File: src/rtl/rbf_pkg.sv
// shared types, constants and exp table for the rbf kernel evaluator
`default_nettype none

package rbf_pkg;

    localparam int COORD_SLOTS = 4;
    localparam int DEF_DIMS    = 4;
    localparam int COORD_W     = 16;
    localparam int CFG_W       = 16;
    localparam int CFG_IDX_W   = 3;
    localparam int MAG_W       = 17;
    localparam int SD_W        = 20;
    localparam int SQ_W        = 40;
    localparam int SUM_W       = 42;
    localparam int EXP_BITS    = 21;
    localparam int E_W         = 32;
    localparam int OUT_W       = 24;

    localparam logic [CFG_W-1:0] SCALE_ONE = 16'h1000;

    typedef enum logic [CFG_IDX_W-1:0] {
        REG_VARIANCE = 3'd0,
        REG_INV_WIDTH = 3'd1,
        REG_SCALE_0 = 3'd2,
        REG_SCALE_1 = 3'd3,
        REG_SCALE_2 = 3'd4,
        REG_SCALE_3 = 3'd5
    } t_reg_idx;

    // round(2^32 * exp(-2^(i-16)))
    localparam logic [E_W-1:0] EXPTAB [EXP_BITS] = '{
        32'd4294901760, 32'd4294836226, 32'd4294705160, 32'd4294443040,
        32'd4293918848, 32'd4292870656, 32'd4290775039, 32'd4286586875,
        32'd4278222805, 32'd4261543595, 32'd4228380000, 32'd4162825044,
        32'd4034748382, 32'd3790295335, 32'd3344923893, 32'd2605029347,
        32'd1580030169, 32'd581260615,  32'd78665070,   32'd1440801,
        32'd483
    };

    // exp chain payload: argument, partial product, "still 1.0", "argument out of range"
    typedef struct packed {
        logic [EXP_BITS-1:0] t;
        logic [E_W-1:0]      e;
        logic                one;
        logic                zero;
    } t_exp_bus;

endpackage

`default_nettype wire

File: src/rtl/rbf_exp_stage.sv
// one exp chain stage: multiply by the table factor for one argument bit
`default_nettype none

module rbf_exp_stage #(
    parameter int IDX = 0
) (
    input  wire logic              i_clk,
    input  wire logic              i_rst_n,
    input  wire logic              i_valid,
    output logic                   o_ready,
    input  wire rbf_pkg::t_exp_bus i_bus,
    output logic                   o_valid,
    input  wire logic              i_ready,
    output rbf_pkg::t_exp_bus      o_bus
);

    localparam int PW = 2 * rbf_pkg::E_W;

    logic                    r_v;
    rbf_pkg::t_exp_bus       r_bus;
    rbf_pkg::t_exp_bus       n_bus;
    logic [rbf_pkg::E_W-1:0] w_coef;
    logic [PW-1:0]           w_prod;

    assign o_ready = !r_v || i_ready;
    assign o_valid = r_v;
    assign o_bus   = r_bus;

    assign w_coef = rbf_pkg::EXPTAB[IDX];
    assign w_prod = PW'(i_bus.e) * PW'(w_coef) + PW'(64'h8000_0000);

    always_comb begin
        n_bus = i_bus;
        if (i_bus.t[IDX] && !i_bus.zero) begin
            n_bus.one = 1'b0;
            if (i_bus.one) begin
                n_bus.e = w_coef;
            end else begin
                n_bus.e = w_prod[PW-1:rbf_pkg::E_W];
            end
        end
    end

    always_ff @(posedge i_clk) begin
        if (!i_rst_n) begin
            r_v <= 1'b0;
        end else if (o_ready) begin
            r_v <= i_valid;
        end
    end

    always_ff @(posedge i_clk) begin
        if (o_ready && i_valid) begin
            r_bus <= n_bus;
        end
    end

endmodule

`default_nettype wire

File: config.mk
export PLATFORM = sky130hd
export DESIGN_NAME = rbf_exp_stage
export DESIGN_NICKNAME = d
export VERILOG_FILES = /design/src/rtl/rbf_pkg.sv /design/src/rtl/rbf_exp_stage.sv
export SDC_FILE = /design/constraint.sdc
export NUM_CORES = 1
export LEC_CHECK = 0
export ABC_AREA = 1
export BUFFER_PORTS_ARGS = -buffer_cell sky130_fd_sc_hd__clkbuf_2
export CAP_MARGIN = 20
export CORE_UTILIZATION = 45
export DETAILED_ROUTE_END_ITERATION = 10
export GPL_ROUTABILITY_DRIVEN = 0
export PLACE_DENSITY = 0.67
export SLEW_MARGIN = 10
export SYNTH_ARGS = -nofsm -noshare
export SYNTH_HDL_FRONTEND = slang
export SYNTH_SLANG_ARGS = --single-unit
File: constraint.sdc
create_clock -name i_clk -period 8.22 [get_ports i_clk]
set_input_delay 0 -clock i_clk [delete_from_list [all_inputs] [get_ports i_clk]]
set_output_delay 0 -clock i_clk [all_outputs]
set_load 0.02 [all_outputs]
# After elaboration in Yosys (flattened, before gate mapping)
# Cells that the tools add are included.
[op_classes] n_mux=2 n_mul=1 reduce_logical=5 n_addsub=1
[ops] cell="adder 64 x 32 -> 64 bit, second input constant" count=1
[ops] cell="multiplier 32 x 16 -> 48 bit, second input constant" count=1
[ops] cell="2-to-1 mux 33 bit" count=1
[ops] cell="2-to-1 mux 32 bit" count=1
[ops] cell="logical AND 1 bit" count=2
[ops] cell="logical NOT 1 bit" count=2
[ops] cell="logical OR 1 bit" count=1
[totals] inputBits=59 register_bits=56 output_inout_bits=57

# Longest topological paths before layout
[logic_depth] ltp_word=4 depth_mapped=35 ltp_nobuf=35

# Worst setup path after synthesis
# OpenSTA, ideal clock, no wires.
[synth_timing] path_kind="input port to flip-flop" start="in i_bus[10] (netlist name)" end="reg r_bus (netlist bit o_bus[25]) (data pin)" path_buffers=0 t_arrival_ns=5.747 slack_ns=2.224 path_stages=33 setup_ns=0.249 required_ns=7.971 cell_sequence="inv_1 fa_1 inv_1 fa_1 inv_1 fa_1 inv_1 fa_1 fa_1 inv_1 fa_1 inv_1 ha_1 nand2_1 inv_1 nand2_1 inv_1 a21oi_1 nand3_1 and2_1 inv_1 ha_1 nand2_4 nor2_8 nand3_4 nor2_4 nand2_2 nor2_2 nand2_1 nand2_1 nand3_1 nand2_1 inv_1"
[synth_lines] item="from (decl)" line="rbf_exp_stage.sv:11" source="input wire rbf_pkg::t_exp_bus i_bus,"
[synth_lines] item="to (signal assigned)" line="rbf_exp_stage.sv:54" source="r_bus <= n_bus;"
[synth_lines] item="to (decl)" line="rbf_exp_stage.sv:20" source="rbf_pkg::t_exp_bus r_bus;"

==> impl_metrics.py <==
metrics = {
    "detailed_routing": {
        "initialDrtViolationCount": 1127,
        "vias": 12660,
        "vias_per_cell": 4.931,
        "wirelength_um": 43610,
        "wl_per_cell_um": 16.99,
        "drtPass1Iterations": 6,
        "drc": 0,
        "antenna_left": 0,
    },
    "yosys": {
        "ys_warn_count": 0,
        "synth-compound-area-share_pct": 2.993,
        "postSynthCellCount": 1979,
        "async_reset_ff_share_pct": 0,
        "synth_edf_count": 55,
        "synth_seq_cells": 56,
        "syn_area_per_cell_um2": 7.563,
        "yosys.area_share.simple_pct": 25.25,
        "synth.area.mux_share_pct": 0,
        "synth-adder-area-share_pct": 44.49,
        "yosysSeqAreaShare_pct": 11.17,
        "synth_top_family_by_area": "adder cells",
        "syn_nets": 2413,
        "post_synth_num_cell_types": 38,
        "synth_flop_cell": "edfxtp_1",
        "synth_xor_area_share_pct": 0.7607,
        "syn_area_um2": 14970,
    },
    "clock_network": {
        "cts_buffers": 5,
        "cts_root_buf": "clkbuf_16",
        "htree_levels": 2,
        "cts.clk_slew.worst_paths_ps": 70,
        "post_cts_buffers": 0,
        "clk_latency_ps": 300,
        "clock_path_buffers": 2,
        "tritoncts": "built",
        "cts_sinks": 56,
    },
    "grt": {
        "grt_overflow": 0,
        "gr-usage-all-layers_pct": 27.48,
        "antenna_found_initial": 1,
        "grt_pass1_wl_um": 70080,
        "grt_max_degree": 30,
        "grt_pass1_vias": 13070,
    },
    "sta": {
        "rsz0062_at_grt": "false",
        "slew_viol_final": 0,
        "slew_headroom_pct": 44.52,
        "post-route-period-util_pct": 86.37,
        "fmax_mhz": 140.9,
        "finalHoldViolCount": 0,
        "worst_pin_slew_ps": 830.4,
        "skew_ps": 8.773,
        "setup_viol": 0,
        "fin_crit_ps": 7099,
        "tns_ps": 0,
    },
    "worst_setup_path": {
        "critPathSlowestCell": "fa_1",
        "ff2ff_path_depth": 2,
        "crit_buf_inv": 10,
        "cp.required_ps": 8170,
        "crit_arrival_ps": 7050,
        "r2r-end": "o_bus[31]",
        "r2r_slack_ps": 6330,
        "rr_startpoint": "o_valid",
        "crit_path_max_fanout": 6,
        "start_kind": "input port",
        "crit_family": "adder cells",
        "slowest_delay_ps": 680,
        "end_kind": "flip-flop",
        "path_class": "in2reg",
        "cpMostUsedCell": "inv_1",
    },
    "die": {
        "die_area_um2": 33990,
        "die_h_um": 184.4,
        "num_rows": 66,
        "initial_core_util_pct": 45.88,
        "core_um2": 32620,
        "chipWidth_um": 184.4,
        "boundaryPins": 116,
    },
    "placement": {
        "dp_hpwl_um": 39530,
        "placed_area_um2": 16110,
        "port_buffers": 115,
    },
    "layout": {
        "final_cell_mix": "583 x inv_1, 507 x nand2_1, 262 x fa_1",
        "layout_commonest_cell": "inv_1",
        "drive_above_1_share_pct": 12.19,
        "fin_area_um2": 16490,
        "final_core_util_pct": 50.56,
        "nets": 2557,
        "syn2layout_area_growth_pct": 10.18,
    },
    "min_path": {
        "min_from": "i_valid",
        "min_path_type": "in2reg",
        "hold_end": "o_valid",
        "min_path_cells": 3,
    },
    "job": {
        "maxCapViolCount": 0,
    },
    "outcome": {
        "status": "complete, no violations",
    },
}
-- synth_stat cells (12+ instances only) --
| cell type | count | area share [%] |
|---|---|---|
| o21ai_0 | 12 | 0.40 |
| inv_1 | 583 | 15 |
| a21oi_1 | 33 | 1.1 |
| nand4_1 | 25 | 1.0 |
| nand2_1 | 507 | 13 |
| edfxtp_1 | 55 | 11 |
| inv_2 | 16 | 0.40 |
| nand2_2 | 45 | 1.9 |
| nor2_1 | 106 | 2.7 |
| fa_1 | 262 | 35 |
| nand3_1 | 95 | 3.2 |
| nor2_2 | 37 | 1.5 |
| ha_1 | 113 | 9.4 |
-- worst register-to-register path, delay by kind of cell, from the launching register on --
family,cells,cell delay (ps)
AOI/OAI and AO/OA,1,680
DFF,1,350
buffers and inverters,1,510
-- metrics by stage --
| step | hold WS [ps] | cells | setup slack, ps |
|---|---|---|---|
| finish | 9.896 | 2567 | 1121 |
| global route | 17.18 | 2566 | 713.4 |
| CTS | 8.240 | 2566 | 1211 |
| detailed placement | 178.9 | 2535 | 914.4 |
| global placement | 177.0 | 2535 | 960.3 |
| floorplan | 98.87 | 1979 | 2224 |
-- sequential cells by signal (all words and copies together) (netlist names) --
signal   cells
o_valid      1
o_bus       55
-- logic make-up (layout without fill, tap and decap cells) --
group / Yosys count / after routing
DFF: 56 / 56
adders and majority gates: 375 / 375
xor gates and xnor gates: 13 / 13
buffers and inverters: 610 / 755
AOI/OAI and AO/OA: 77 / 77
other: 0 / 1
and+or+nand+nor: 848 / 848
-- timing repair --
action,in CTS,in global routing
endpoints found under the hold margin,23,0
hold buffers,23,0
resized for setup,0,0
-- worst max path at each step --
stage / startpoint / cells past startpoint / end / slack (ps)
after global placement: i_bus[10] / 31 / o_bus[9] / 960
after global routing: i_bus[10] / 31 / o_bus[9] / 710
after detailed placement: i_bus[10] / 31 / o_bus[9] / 910
final: i_bus[10] / 31 / o_bus[9] / 1120
after floorplan: i_bus[10] / 33 / o_bus[25] / 2220
after CTS: i_bus[10] / 31 / o_bus[9] / 1210
-- metal layers --
metal  routed length (µm)  track usage (%)  vias up
met3                 3349            4.703       78
met1                18220            36.82     5987
met4                 1715            8.733        0
met2                20320            45.15      496
li1                     -                -     6096
met5                    0                0        -
-- layout make-up --
class                           instances  area (µm²)
Antenna cell                            1       2.502
Clock buffer                            6       128.9
Clock inverter                          2       16.27
Fill cell                            3229       16130
Inverter                              606        2276
Multi-Input combinational cell       1313       11010
Sequential cell                        56        1672
Tap cell                              442       553.0
Timing Repair Buffer                  141       828.3
Power is not shown: default switching activity piles up to over one toggle a cycle in this logic, so the estimate is an artifact.
